--- src/sv/pln_pkg.sv ---
// Package for the periodic lattice neighbour core.
// Holds field widths, register indexes, divider pipeline constants and the geometry struct.
// No dependencies.
`timescale 1ns / 1ps
`default_nettype none

package pln_pkg;

  // Fixed field widths.
  localparam int SITE_W    = 24;
  localparam int EDGE_W    = 9;
  localparam int DIM_W     = 2;
  localparam int CFG_IDX_W = 3;

  // Configuration register indexes.
  localparam logic [CFG_IDX_W-1:0] REG_SIZE_X    = 3'd0;
  localparam logic [CFG_IDX_W-1:0] REG_SIZE_Y    = 3'd1;
  localparam logic [CFG_IDX_W-1:0] REG_SIZE_Z    = 3'd2;
  localparam logic [CFG_IDX_W-1:0] REG_DIMENSION = 3'd3;

  // Dimension codes.
  localparam logic [DIM_W-1:0] DIM_1D = 2'd1;
  localparam logic [DIM_W-1:0] DIM_2D = 2'd2;
  localparam logic [DIM_W-1:0] DIM_3D = 2'd3;

  // Restoring divider: quotient bits resolved per pipeline stage.
  localparam int DIV_STEPS  = 4;
  localparam int DIV_STAGES = SITE_W / DIV_STEPS;

  // Lattice offsets derived from the edge lengths, all modulo 2^SITE_W.
  typedef struct packed {
    logic [DIM_W-1:0]  dim;     // dimension, zero already mapped to one
    logic [SITE_W-1:0] wrap_x;  // nx - 1
    logic [SITE_W-1:0] step_y;  // nx
    logic [SITE_W-1:0] wrap_y;  // nx * (ny - 1)
    logic [SITE_W-1:0] step_z;  // nx * ny
    logic [SITE_W-1:0] wrap_z;  // nx * ny * (nz - 1)
  } nbr_geom_t;

endpackage

`default_nettype wire

--- src/sv/pln_geom.sv ---
// Geometry unit: turns the clamped edge lengths into the neighbour offsets.
// Two register stages, two multipliers in the first and one in the second. Depends on pln_pkg.
`timescale 1ns / 1ps
`default_nettype none

module pln_geom import pln_pkg::*; #(
  parameter int CW = 9
) (
  input  wire logic              clk,
  input  wire logic [CW-1:0]     nx,
  input  wire logic [CW-1:0]     ny,
  input  wire logic [CW-1:0]     nz,
  input  wire logic [DIM_W-1:0]  dim,
  output nbr_geom_t              geom
);

  localparam int PW1 = 2 * CW;
  localparam int PW2 = SITE_W + CW;

  logic [SITE_W-1:0] plane_r, plane_nxt;
  logic [SITE_W-1:0] wrap_y_r, wrap_y_nxt;
  logic [CW-1:0]     nx_r, nz1_r;
  logic [DIM_W-1:0]  dim_r;
  nbr_geom_t         geom_r, geom_nxt;
  logic [PW1-1:0]    prod_plane, prod_wrap_y;
  logic [PW2-1:0]    prod_wrap_z;

  // First stage: the plane size and the y wrap distance.
  always_comb begin
    prod_plane  = PW1'(nx) * PW1'(ny);
    prod_wrap_y = PW1'(nx) * PW1'(ny - CW'(1));
    plane_nxt   = SITE_W'(prod_plane);
    wrap_y_nxt  = SITE_W'(prod_wrap_y);
  end

  // Second stage: the z wrap distance from the registered plane size.
  always_comb begin
    prod_wrap_z     = PW2'(plane_r) * PW2'(nz1_r);
    geom_nxt.dim    = dim_r;
    geom_nxt.wrap_x = SITE_W'(nx_r) - SITE_W'(1);
    geom_nxt.step_y = SITE_W'(nx_r);
    geom_nxt.wrap_y = wrap_y_r;
    geom_nxt.step_z = plane_r;
    geom_nxt.wrap_z = SITE_W'(prod_wrap_z);
  end

  always_ff @(posedge clk) begin
    plane_r  <= plane_nxt;
    wrap_y_r <= wrap_y_nxt;
    nx_r     <= nx;
    nz1_r    <= nz - CW'(1);
    dim_r    <= dim;
    geom_r   <= geom_nxt;
  end

  assign geom = geom_r;

endmodule

`default_nettype wire

--- src/sv/pln_div.sv ---
// Pipelined restoring divider of a site-wide dividend by a narrow divisor.
// DIV_STEPS quotient bits per stage, a sideband word travels with each request.
// Depends on pln_pkg.
`timescale 1ns / 1ps
`default_nettype none

module pln_div import pln_pkg::*; #(
  parameter int DW  = 9,
  parameter int SBW = 1
) (
  input  wire logic              clk,
  input  wire logic              rst_n,
  input  wire logic              in_valid,
  input  wire logic [SITE_W-1:0] in_dividend,
  input  wire logic [DW-1:0]     in_divisor,
  input  wire logic [SBW-1:0]    in_sb,
  output logic                   out_valid,
  output logic [SITE_W-1:0]      out_quot,
  output logic [DW-1:0]          out_rem,
  output logic [SBW-1:0]         out_sb
);

  logic              valid_r   [DIV_STAGES];
  logic [DW-1:0]     rem_r     [DIV_STAGES];
  logic [SITE_W-1:0] dq_r      [DIV_STAGES];
  logic [SBW-1:0]    sb_r      [DIV_STAGES];
  logic              valid_nxt [DIV_STAGES];
  logic [DW-1:0]     rem_nxt   [DIV_STAGES];
  logic [SITE_W-1:0] dq_nxt    [DIV_STAGES];
  logic [SBW-1:0]    sb_nxt    [DIV_STAGES];

  // The dividend register shifts left: its top bit moves into the partial
  // remainder and the new quotient bit enters at the bottom.
  always_comb begin
    logic [DW:0]       trial;
    logic [DW-1:0]     rem_v;
    logic [SITE_W-1:0] dq_v;
    trial = '0;
    rem_v = '0;
    dq_v  = '0;
    for (int s = 0; s < DIV_STAGES; s++) begin
      if (s == 0) begin
        valid_nxt[s] = in_valid;
        sb_nxt[s]    = in_sb;
        rem_v        = '0;
        dq_v         = in_dividend;
      end else begin
        valid_nxt[s] = valid_r[s-1];
        sb_nxt[s]    = sb_r[s-1];
        rem_v        = rem_r[s-1];
        dq_v         = dq_r[s-1];
      end
      for (int k = 0; k < DIV_STEPS; k++) begin
        trial = {rem_v, dq_v[SITE_W-1]};
        dq_v  = {dq_v[SITE_W-2:0], 1'b0};
        if (trial >= {1'b0, in_divisor}) begin
          trial   = trial - {1'b0, in_divisor};
          dq_v[0] = 1'b1;
        end
        rem_v = trial[DW-1:0];
      end
      rem_nxt[s] = rem_v;
      dq_nxt[s]  = dq_v;
    end
  end

  always_ff @(posedge clk) begin
    for (int s = 0; s < DIV_STAGES; s++) begin
      if (!rst_n) begin
        valid_r[s] <= 1'b0;
      end else begin
        valid_r[s] <= valid_nxt[s];
      end
      rem_r[s] <= rem_nxt[s];
      dq_r[s]  <= dq_nxt[s];
      sb_r[s]  <= sb_nxt[s];
    end
  end

  assign out_valid = valid_r[DIV_STAGES-1];
  assign out_quot  = dq_r[DIV_STAGES-1];
  assign out_rem   = rem_r[DIV_STAGES-1];
  assign out_sb    = sb_r[DIV_STAGES-1];

  // A finished remainder is always below the divisor.
  a_rem_below_divisor: assert property (@(posedge clk) disable iff (!rst_n)
    out_valid |-> (out_rem < in_divisor))
    else $error("divider remainder not below divisor");

endmodule

`default_nettype wire

--- src/sv/pln_nbr.sv ---
// Neighbour stage: forms the six wrapped neighbour indices from the site and
// its coordinates and registers the result. Depends on pln_pkg.
`timescale 1ns / 1ps
`default_nettype none

module pln_nbr import pln_pkg::*; #(
  parameter int DW = 9
) (
  input  wire logic              clk,
  input  wire logic              rst_n,
  input  wire logic              in_valid,
  input  wire logic [SITE_W-1:0] in_site,
  input  wire logic [DW-1:0]     in_x,
  input  wire logic [DW-1:0]     in_y,
  input  wire logic [SITE_W-1:0] in_z,
  input  wire logic [DW-1:0]     nx,
  input  wire logic [DW-1:0]     ny,
  input  wire logic [DW-1:0]     nz,
  input  wire nbr_geom_t         geom,
  output logic                   out_valid,
  output logic [SITE_W-1:0]      out_left,
  output logic [SITE_W-1:0]      out_right,
  output logic [SITE_W-1:0]      out_up,
  output logic [SITE_W-1:0]      out_down,
  output logic [SITE_W-1:0]      out_front,
  output logic [SITE_W-1:0]      out_back,
  output logic                   out_in_range
);

  logic              valid_r;
  logic [SITE_W-1:0] left_r, right_r, up_r, down_r, front_r, back_r;
  logic [SITE_W-1:0] left_nxt, right_nxt, up_nxt, down_nxt, front_nxt, back_nxt;
  logic              in_range_r, in_range_nxt;
  logic              x_lo, x_hi, y_lo, y_hi, z_lo, z_hi, use_y, use_z;

  // The site already holds z*plane + y*nx + x, so each neighbour is the site
  // plus or minus one step, or the opposite wrap distance at an edge.
  always_comb begin
    in_range_nxt = in_z < SITE_W'(nz);
    x_lo  = in_x == '0;
    x_hi  = in_x == nx - DW'(1);
    y_lo  = in_y == '0;
    y_hi  = in_y == ny - DW'(1);
    z_lo  = in_z == '0;
    z_hi  = in_z == SITE_W'(nz) - SITE_W'(1);
    use_y = in_range_nxt && (geom.dim == DIM_2D || geom.dim == DIM_3D);
    use_z = in_range_nxt && (geom.dim == DIM_3D);

    left_nxt  = x_lo ? in_site + geom.wrap_x : in_site - SITE_W'(1);
    right_nxt = x_hi ? in_site - geom.wrap_x : in_site + SITE_W'(1);
    up_nxt    = y_lo ? in_site + geom.wrap_y : in_site - geom.step_y;
    down_nxt  = y_hi ? in_site - geom.wrap_y : in_site + geom.step_y;
    front_nxt = z_lo ? in_site + geom.wrap_z : in_site - geom.step_z;
    back_nxt  = z_hi ? in_site - geom.wrap_z : in_site + geom.step_z;

    if (!in_range_nxt) begin
      left_nxt  = '0;
      right_nxt = '0;
    end
    if (!use_y) begin
      up_nxt   = '0;
      down_nxt = '0;
    end
    if (!use_z) begin
      front_nxt = '0;
      back_nxt  = '0;
    end
  end

  always_ff @(posedge clk) begin
    if (!rst_n) begin
      valid_r <= 1'b0;
    end else begin
      valid_r <= in_valid;
    end
    left_r     <= left_nxt;
    right_r    <= right_nxt;
    up_r       <= up_nxt;
    down_r     <= down_nxt;
    front_r    <= front_nxt;
    back_r     <= back_nxt;
    in_range_r <= in_range_nxt;
  end

  assign out_valid    = valid_r;
  assign out_left     = left_r;
  assign out_right    = right_r;
  assign out_up       = up_r;
  assign out_down     = down_r;
  assign out_front    = front_r;
  assign out_back     = back_r;
  assign out_in_range = in_range_r;

endmodule

`default_nettype wire

--- src/sv/periodic_lattice_neighbours_core.sv ---
// Top level of the periodic lattice neighbour core: configuration registers,
// two divider pipelines, the geometry unit and the neighbour stage.
// Depends on pln_pkg, pln_geom, pln_div and pln_nbr.
`timescale 1ns / 1ps
`default_nettype none

// Takes one linear site index per clock (start high, busy is always low) and
// returns the six periodic nearest neighbours of that site plus an in_range
// flag, marked by a one-cycle out_valid strobe. Each request passes through
// the two 24-bit restoring dividers (site / size_x, then that quotient /
// size_y), each a six-stage pipeline resolving four quotient bits per stage,
// and then one register for the neighbour adders. Requests
// may follow each other in every cycle; results come out in request order and
// the receiver has no way to hold them off. Edge lengths of zero act as one,
// lengths above MAX_EDGE act as MAX_EDGE, and dimension zero acts as one.
// Configuration must only be written while no request is in flight; a request
// may be issued in the cycle after a write.
module periodic_lattice_neighbours_core import pln_pkg::*; #(
  parameter int MAX_EDGE = 256
) (
  input  wire logic                 clk,
  input  wire logic                 rst_n,
  input  wire logic                 start,
  output logic                      busy,
  input  wire logic [SITE_W-1:0]    in_site,
  output logic                      out_valid,
  output logic [SITE_W-1:0]         out_left,
  output logic [SITE_W-1:0]         out_right,
  output logic [SITE_W-1:0]         out_up,
  output logic [SITE_W-1:0]         out_down,
  output logic [SITE_W-1:0]         out_front,
  output logic [SITE_W-1:0]         out_back,
  output logic                      out_in_range,
  input  wire logic                 cfg_we,
  input  wire logic [CFG_IDX_W-1:0] cfg_index,
  input  wire logic [EDGE_W-1:0]    cfg_data
);

  // Width of a clamped edge length.
  localparam int CW       = $clog2(MAX_EDGE + 1);
  localparam int PIPE_LAT = 2 * DIV_STAGES + 1;

  logic [EDGE_W-1:0] size_x_r, size_y_r, size_z_r;
  logic [DIM_W-1:0]  dim_r;
  logic [CW-1:0]     nx, ny, nz;
  logic [DIM_W-1:0]  dim_c;
  logic              accept;
  nbr_geom_t         geom;

  logic              d1_valid;
  logic [SITE_W-1:0] d1_quot, d1_site;
  logic [CW-1:0]     d1_rem;
  logic              d2_valid;
  logic [SITE_W-1:0] d2_quot, d2_site;
  logic [CW-1:0]     d2_rem, d2_x;

  function automatic logic [CW-1:0] clamp_edge(input logic [EDGE_W-1:0] e);
    if (e == '0) begin
      return CW'(1);
    end else if (int'(e) > MAX_EDGE) begin
      return CW'(MAX_EDGE);
    end else begin
      return CW'(e);
    end
  endfunction

  // The pipeline takes a request in every cycle, so busy never rises.
  assign busy   = 1'b0;
  assign accept = start && !busy;

  // Configuration registers. Writes to indexes past the list are dropped.
  always_ff @(posedge clk) begin
    if (!rst_n) begin
      size_x_r <= EDGE_W'(1);
      size_y_r <= EDGE_W'(1);
      size_z_r <= EDGE_W'(1);
      dim_r    <= DIM_1D;
    end else if (cfg_we) begin
      case (cfg_index)
        REG_SIZE_X:    size_x_r <= cfg_data;
        REG_SIZE_Y:    size_y_r <= cfg_data;
        REG_SIZE_Z:    size_z_r <= cfg_data;
        REG_DIMENSION: dim_r    <= cfg_data[DIM_W-1:0];
        default: ;
      endcase
    end
  end

  // Clamping is plain logic on the registers, so a request issued right after
  // a write already sees the new edge lengths in the dividers.
  always_comb begin
    nx    = clamp_edge(size_x_r);
    ny    = clamp_edge(size_y_r);
    nz    = clamp_edge(size_z_r);
    dim_c = (dim_r == '0) ? DIM_1D : dim_r;
  end

  // The offsets pass through the geometry unit's registers after a write and
  // settle long before any request reaches the neighbour stage.
  pln_geom #(.CW(CW)) u_geom (
    .clk  (clk),
    .nx   (nx),
    .ny   (ny),
    .nz   (nz),
    .dim  (dim_c),
    .geom (geom)
  );

  // site = q1 * nx + x
  pln_div #(.DW(CW), .SBW(SITE_W)) u_div_x (
    .clk         (clk),
    .rst_n       (rst_n),
    .in_valid    (accept),
    .in_dividend (in_site),
    .in_divisor  (nx),
    .in_sb       (in_site),
    .out_valid   (d1_valid),
    .out_quot    (d1_quot),
    .out_rem     (d1_rem),
    .out_sb      (d1_site)
  );

  // q1 = z * ny + y; z is also the site divided by the plane size, which makes
  // it the range check against nz.
  pln_div #(.DW(CW), .SBW(SITE_W + CW)) u_div_y (
    .clk         (clk),
    .rst_n       (rst_n),
    .in_valid    (d1_valid),
    .in_dividend (d1_quot),
    .in_divisor  (ny),
    .in_sb       ({d1_site, d1_rem}),
    .out_valid   (d2_valid),
    .out_quot    (d2_quot),
    .out_rem     (d2_rem),
    .out_sb      ({d2_site, d2_x})
  );

  pln_nbr #(.DW(CW)) u_nbr (
    .clk          (clk),
    .rst_n        (rst_n),
    .in_valid     (d2_valid),
    .in_site      (d2_site),
    .in_x         (d2_x),
    .in_y         (d2_rem),
    .in_z         (d2_quot),
    .nx           (nx),
    .ny           (ny),
    .nz           (nz),
    .geom         (geom),
    .out_valid    (out_valid),
    .out_left     (out_left),
    .out_right    (out_right),
    .out_up       (out_up),
    .out_down     (out_down),
    .out_front    (out_front),
    .out_back     (out_back),
    .out_in_range (out_in_range)
  );

  // Every accepted request is followed by its result on out_valid.
  a_fixed_latency: assert property (@(posedge clk) disable iff (!rst_n)
    accept |-> ##PIPE_LAT out_valid)
    else $error("result missing after pipeline latency");

  // A site outside the lattice reports no neighbours at all.
  a_out_of_range_zero: assert property (@(posedge clk) disable iff (!rst_n)
    (out_valid && !out_in_range) |->
      (out_left == '0 && out_right == '0 && out_up == '0 &&
       out_down == '0 && out_front == '0 && out_back == '0))
    else $error("out-of-range site has nonzero neighbours");

  // A one-dimensional lattice has no y or z neighbours.
  a_unused_axes_zero: assert property (@(posedge clk) disable iff (!rst_n)
    (out_valid && dim_c == DIM_1D) |->
      (out_up == '0 && out_down == '0 && out_front == '0 && out_back == '0))
    else $error("unused axis neighbour is nonzero");

endmodule

`default_nettype wire
--- config.mk ---
export PLATFORM = sky130hd
export DESIGN_NAME = periodic_lattice_neighbours_core
export DESIGN_NICKNAME = d
export VERILOG_FILES = /design/src/sv/pln_pkg.sv /design/src/sv/pln_geom.sv /design/src/sv/pln_div.sv /design/src/sv/pln_nbr.sv /design/src/sv/periodic_lattice_neighbours_core.sv
export SDC_FILE = /design/constraint.sdc
export NUM_CORES = 2
export LEC_CHECK = 0
export BUFFER_PORTS_ARGS = -buffer_cell sky130_fd_sc_hd__buf_2
export CORE_AREA = 2 2 337 339
export DETAILED_ROUTE_END_ITERATION = 7
export DIE_AREA = 0 0 339 341
export GPL_TIMING_DRIVEN = 0
export PLACE_DENSITY = 0.76
export SLEW_MARGIN = 20
export SYNTH_ARGS = -nofsm -noshare
export SYNTH_HDL_FRONTEND = slang
export SYNTH_HIERARCHICAL = 1
export SYNTH_SLANG_ARGS = --single-unit
--- constraint.sdc ---
create_clock -name clk -period 10.9 [get_ports clk]
set_input_delay 2.725 -clock clk [delete_from_list [all_inputs] [get_ports clk]]
set_output_delay 2.725 -clock clk [all_outputs]
set_load 0.01 [all_outputs]
; Yosys cells after proc, flatten, opt, wreduce, memory -nomap -nowiden
; Memories as Yosys holds them, arrays and structs flattened. A register that Yosys moved wholly into a read port is not among the register bits.
; Cells that the tools add are included.
[classes]
addsub = 66
mul = 3
n_lt_le_gt_ge = 52
n_eq_ne = 8
muxes = 122
bitwise = 12
n_reduce_logical = 16
[ops]
columns = op, n
row1 = 9-bit two-way mux, 54
row2 = 10-bit by 9-bit greater-or-equal comparator with 1-bit output, 46
row3 = 9-bit subtractor, 46
row4 = 24-bit two-way mux, 6
row5 = 1-bit two-way mux, 62
row6 = 24-bit by 18-bit adder with 24-bit output, 2
row7 = 24-bit adder, 2
row8 = 24-bit by 18-bit subtractor with 24-bit output, 2
row9 = 24-bit subtractor, 2
row10 = 9-bit zero test, 5
row11 = "9-bit by 1-bit subtractor with 10-bit output, second input constant", 3
row12 = "9-bit > comparator, second input constant", 3
row13 = "9-bit by 1-bit subtractor with 9-bit output, second input constant", 3
row14 = "24-bit by 1-bit adder with 24-bit output, second input constant", 1
row15 = 24-bit by 9-bit adder with 24-bit output, 1
row16 = 24-bit equality test, 1
row17 = 24-bit zero test, 1
row18 = 24-bit by 9-bit less-than comparator with 1-bit output, 1
row19 = 18-bit by 9-bit multiplier with 24-bit output, 1
row20 = "24-bit by 1-bit subtractor with 24-bit output, second input constant", 1
row21 = 24-bit by 9-bit subtractor with 24-bit output, 1
row22 = 9-bit equality test, 2
row23 = 1-bit by 9-bit greater-or-equal comparator with 1-bit output, 2
row24 = 9-bit by 18-bit multiplier with 18-bit output, 1
row25 = other kinds (12), 30
[totals]
ff_bits = 325
ram_bits = 750
in_bits = 40
out_inout_bits = 147
memories = 8
[mem_list]
columns = memory, words, word_bits, read_ports, rd_clocked_by_memory_dff, write_ports, line
row1 = u_div_y.sb_r, 6, 33, 6, 0, 6, pln_div.sv:26  ; logic [SBW-1:0] sb_r [DIV_STAGES];
row2 = u_div_x.dq_r, 6, 24, 6, 0, 6, pln_div.sv:25  ; logic [SITE_W-1:0] dq_r [DIV_STAGES];
row3 = u_div_x.sb_r, 6, 24, 6, 0, 6, pln_div.sv:26
row4 = u_div_y.dq_r, 6, 24, 6, 0, 6, pln_div.sv:25
row5 = u_div_x.rem_r, 6, 9, 6, 0, 6, pln_div.sv:24  ; logic [DW-1:0] rem_r [DIV_STAGES];
row6 = u_div_y.rem_r, 6, 9, 6, 0, 6, pln_div.sv:24
row7 = 2 more memories, -, -, -, -, -, -

; Logic depth before layout (Yosys ltp)
[logic_depth]
word_depth = 11
depth_mapped = 42
ltp_nobuf = 40

; By module
; Netlist, hierarchy kept.
[modules_own_cells]
columns = mod, n_inst, cells_each, area_each_um2
row1 = pln_div at u_div_y, 1, 1791, 18620.4
row2 = pln_div at u_div_x, 1, 1782, 17918.4
row3 = pln_geom, 1, 1436, 13668.1
row4 = pln_nbr, 1, 1542, 12776.0
row5 = periodic_lattice_neighbours_core, 1, 150, 1406.3

; Worst setup path after synthesis
; Ideal clock, no wire load.
[synth_path]
path_type = reg2reg
from = register size_y_r[8]
to = memory u_div_y.rem_r[1][8]
setup_time_ps = 134
t_arrival_ps = 10989
required_time_ps = 10766
slack_ps = -223
path_stages_with_launch = 38
n_path_buf = 3
cell_sequence = dfxtp_1 -> buf_2 -> nor2b_1 -> inv_1 -> fa_1 -> a21o_1 -> a221oi_2 -> o21ai_0 -> a21oi_1 -> inv_1 -> nand2_1 -> o21ai_0 -> fa_1 -> nor2b_1 -> o21ai_0 -> a31oi_1 -> o21ai_0 -> and3_1 -> [2 not listed] -> mux2_2 -> ha_1 -> and3_1 -> a221oi_1 -> o2bb2ai_1 -> a21boi_0 -> a2111oi_4 -> clkinv_1 -> mux2_2 -> ha_1 -> a21oi_1 -> o21ai_0 -> a21oi_1 -> o21a_1 -> nor3b_2 -> or2_2 -> buf_2 -> o221ai_1
[synth_lines]
columns = element, line
row1 = start: declaration, periodic_lattice_neighbours_core.sv:43  ; logic [EDGE_W-1:0] size_x_r, size_y_r, size_z_r;
row2 = start signal: assignment, periodic_lattice_neighbours_core.sv:81  ; REG_SIZE_Y: size_y_r <= cfg_data;
row3 = end: declaration, pln_div.sv:24

==> qor.csv <==
stage,metric,value,unit
outcome,run status,"finished, final reports clean",
placed_design,GP Congestion,0.937,
min_path,Hold Crit Class,reg2reg,
job,Max-Cap Viols,0,
synthesis,Post-synth EDFFs,0,
routing,vias,48900,
die,Die Area,116000,um^2
timing,Slew headroom,0.350,
timing,Min Hold Slack,0.318,ns
clock_tree,clk buf depth,3,
cells_and_area,share of cells above drive strength 1,0.128,
critical_path,Crit-path slowest cell,inv_2,
timing,Worst-Margin Slew,0.966,ns
timing,minimum clock period,10.36,ns
timing,final setup fails,0,
critical_path,crit-path max FO,23,
critical_path,start-to-end type of the worst setup path,reg2reg,
synthesis,Yosys warning total,6,
cells_and_area,# fillers,8970,
routing,vias per cell,5.65,
critical_path,CP arrival,10.96,ns
routing,Antenna Nets Post-Route,0,
die,Die Wd,339,um
timing,period utilization,0.950,
clock_tree,"CTS clk-pin slew, worst paths",0.06,ns
synthesis,ys async rst share,0,
die,Starting Density,0.576,
die,Ports,187,
routing,Total Routed Length,155000,um
critical_path,worst path bufs/invs,5,
synthesis,"count leader, synth",dfxtp_1,
clock_tree,CTS tree,built,
clock_tree,Skew-Pair Late Insertion Delay,0.72,ns
global_routing,Tot GR Track Use,0.262,
timing,Hold Fails Final Rpt,0,
synthesis,top_reg_cell synth,dfxtp_1,
critical_path,"slowest stage delay, CP",0.59,ns
synthesis,Cells after Synth,6701,
clock_tree,Sink Count,1062,
synthesis,post-synthesis sequential area ratio,0.330,
global_routing,vias in the first global route,47500,
clock_tree,cts bufs inserted,107,
critical_path,required time worst endpoint,11.50,ns
synthesis,Mapped Area,64400,um^2
global_routing,pin count of the biggest net entering global routing,41,
synthesis,Yosys reg bits,1062,
critical_path,CP top delay family,compound AO/OA/AOI/OAI gates,
routing,routed length per instance,17.9,um
die,Core Rows,123,
clock_tree,H-tree Lvls,3,
timing,fin. max-slew vios,0,
critical_path,CP dominant cell by count,a21o_1,
cells_and_area,Synth-to-Final Area Change,11.8,%
cells_and_area,Util after Layout,0.644,
routing,DRC,0,
synthesis,top post-synthesis cells by area,"dfxtp_1 (33%), ha_1 (14%), fa_1 (8.3%), mux2_2 (4.4%), xnor2_1 (4.3%)",
critical_path,Worst setup SP type,register,
placed_design,DP HPWL,117000,um
synthesis,post-synth cell types,122,
die,area of the core,112000,um^2
routing,first drt pass iteration count,5,
synthesis,cell taking the most area after synthesis,dfxtp_1,
timing,setup_tns,0,ns
routing,Iter 0 DRT Violations,3478,
clock_tree,Root Driver,clkbuf_16,
global_routing,first-pass GRT wire length,246000,um
timing,Setup Skew,0.0541,ns
critical_path,CP Capture Type,register,
synthesis,share of the synthesized area in the top cell type,0.330,
die,die height,341,um
synthesis,Avg Synthesized Cell Area,9.61,um^2
timing,Peak Freq,96.6,MHz
global_routing,Congestion Overflow GR,0,
synthesis,Commonest cells post-synth,"dfxtp_1 (1,062), ha_1 (703), inv_1 (518)",
global_routing,initial antenna violation count,4,
cells_and_area,Total Nets Final,8072,
placed_design,IO buf count,185,
-- layout by cell type, fill, tap and decap left out, types with 34 or more instances in the layout --
master / instances
xor2_1: 208
buf_4: 74
a31oi_1: 40
a21oi_1: 358
nor2_1: 466
o211ai_1: 34
nand2b_1: 65
nor3_1: 109
fa_1: 268
buf_2: 201
nand3_1: 53
o21a_1: 73
clkbuf_1: 95
mux2i_1: 130
o21bai_1: 49
nor2b_1: 120
or2_2: 53
and3_1: 42
a211oi_1: 48
dfxtp_1: 1062
a21o_1: 176
nand4_1: 81
ha_1: 703
o21ai_0: 258
clkbuf_16: 107
mux2_2: 252
and2_1: 157
or3_1: 36
xnor2_1: 315
inv_1: 501
nand2_1: 450
-- path summary, 6_finish.rpt --
path | cells after the start | slack, ns | end | start
min reg2reg | 0 | 0.32 | u_geom/geom[53] | u_geom/wrap_y_r[5]
min | 0 | 0.32 | u_geom/geom[53] | u_geom/wrap_y_r[5]
max reg2reg | 37 | 0.54 | u_div_x/rem_r[5][4] | size_x_r[8]
max | 37 | 0.54 | u_div_x/rem_r[5][4] | size_x_r[8]
-- layout make-up --
type	instances	area, um^2	share of cell area
diodes	3	7.51	0.000104
plain buffers	168	857	0.0119
clock buffers	133	2980	0.0413
clock inverters	68	1020	0.0141
inverters	528	2010	0.0279
multi-input cells	4968	40600	0.564
flip-flops and latches	1062	21300	0.295
well taps	1500	1880	0.0261
repair buffers	226	1430	0.0198
-- worst reg2reg max path: cells and delay by family, from the launching register on --
| family | cells | cell delay, ns |
|---|---|---|
| AOI/OAI and AO/OA | 17 | 4.30 |
| buffers and inverters | 5 | 1.31 |
| adders and majority gates | 4 | 1.56 |
| DFF | 1 | 0.35 |
| and+or+nand+nor | 8 | 1.72 |
| muxes | 3 | 1.00 |
-- through the flow --
stage                     worst slack, ns  instances  instance area (um^2)
after detailed placement           -0.779       8423                 67600
after floorplan                    0.0756       6727                 64500
after CTS                          0.0161       8630                 71700
after global routing              -0.0372       8654                 72000
final                               0.543       8656                 72000
after global placement              -3.25       8412                 67300
-- what timing repair did --
item,in CTS,in global routing
endpoints found under the setup margin,59,100
pin swaps,3,6
buffers inserted,7,23
hold buffers,0,0
resized for setup,23,54
-- logic make-up (layout without fill, tap and decap cells) --
logic type               count (synthesis)  after routing  synth area share
other                                    2             31          0.000117
XOR/XNOR                               527            527            0.0724
buffers and inverters                  697           1123            0.0440
multiplexers                           386            386            0.0653
adder cells (fa/ha/maj)                971            971             0.220
flip-flops                            1062           1062             0.330
AO/OA/AOI/OAI                         1295           1295             0.132
AND/OR/NAND/NOR                       1761           1761             0.137
-- flip-flops by register name, indices dropped and copies added (netlist names), 9 cells and up --
name / cells
size_x_r: 9
size_y_r: 9
size_z_r: 9
u_div_x/dq_r: 144
u_div_x/rem_r: 54
u_div_x/sb_r: 144
u_div_y/dq_r: 144
u_div_y/rem_r: 54
u_div_y/sb_r: 198
u_geom/geom: 81
u_geom/nx_r: 9
u_geom/nz1_r: 9
u_geom/plane_r: 18
u_geom/wrap_y_r: 18
u_nbr/out_back: 24
u_nbr/out_down: 24
u_nbr/out_front: 24
u_nbr/out_left: 24
u_nbr/out_right: 24
u_nbr/out_up: 24
-- metal layers --
layer,up-vias,wire (um),GRT usage
met5,-,0,0
met4,0,5080,0.0905
met3,301,9230,0.0354
met2,1580,71900,0.439
met1,23200,68500,0.346
li1,23900,-,-
Power is not shown: default switching activity piles up to over one toggle a cycle in this logic, so the estimate is an artifact.
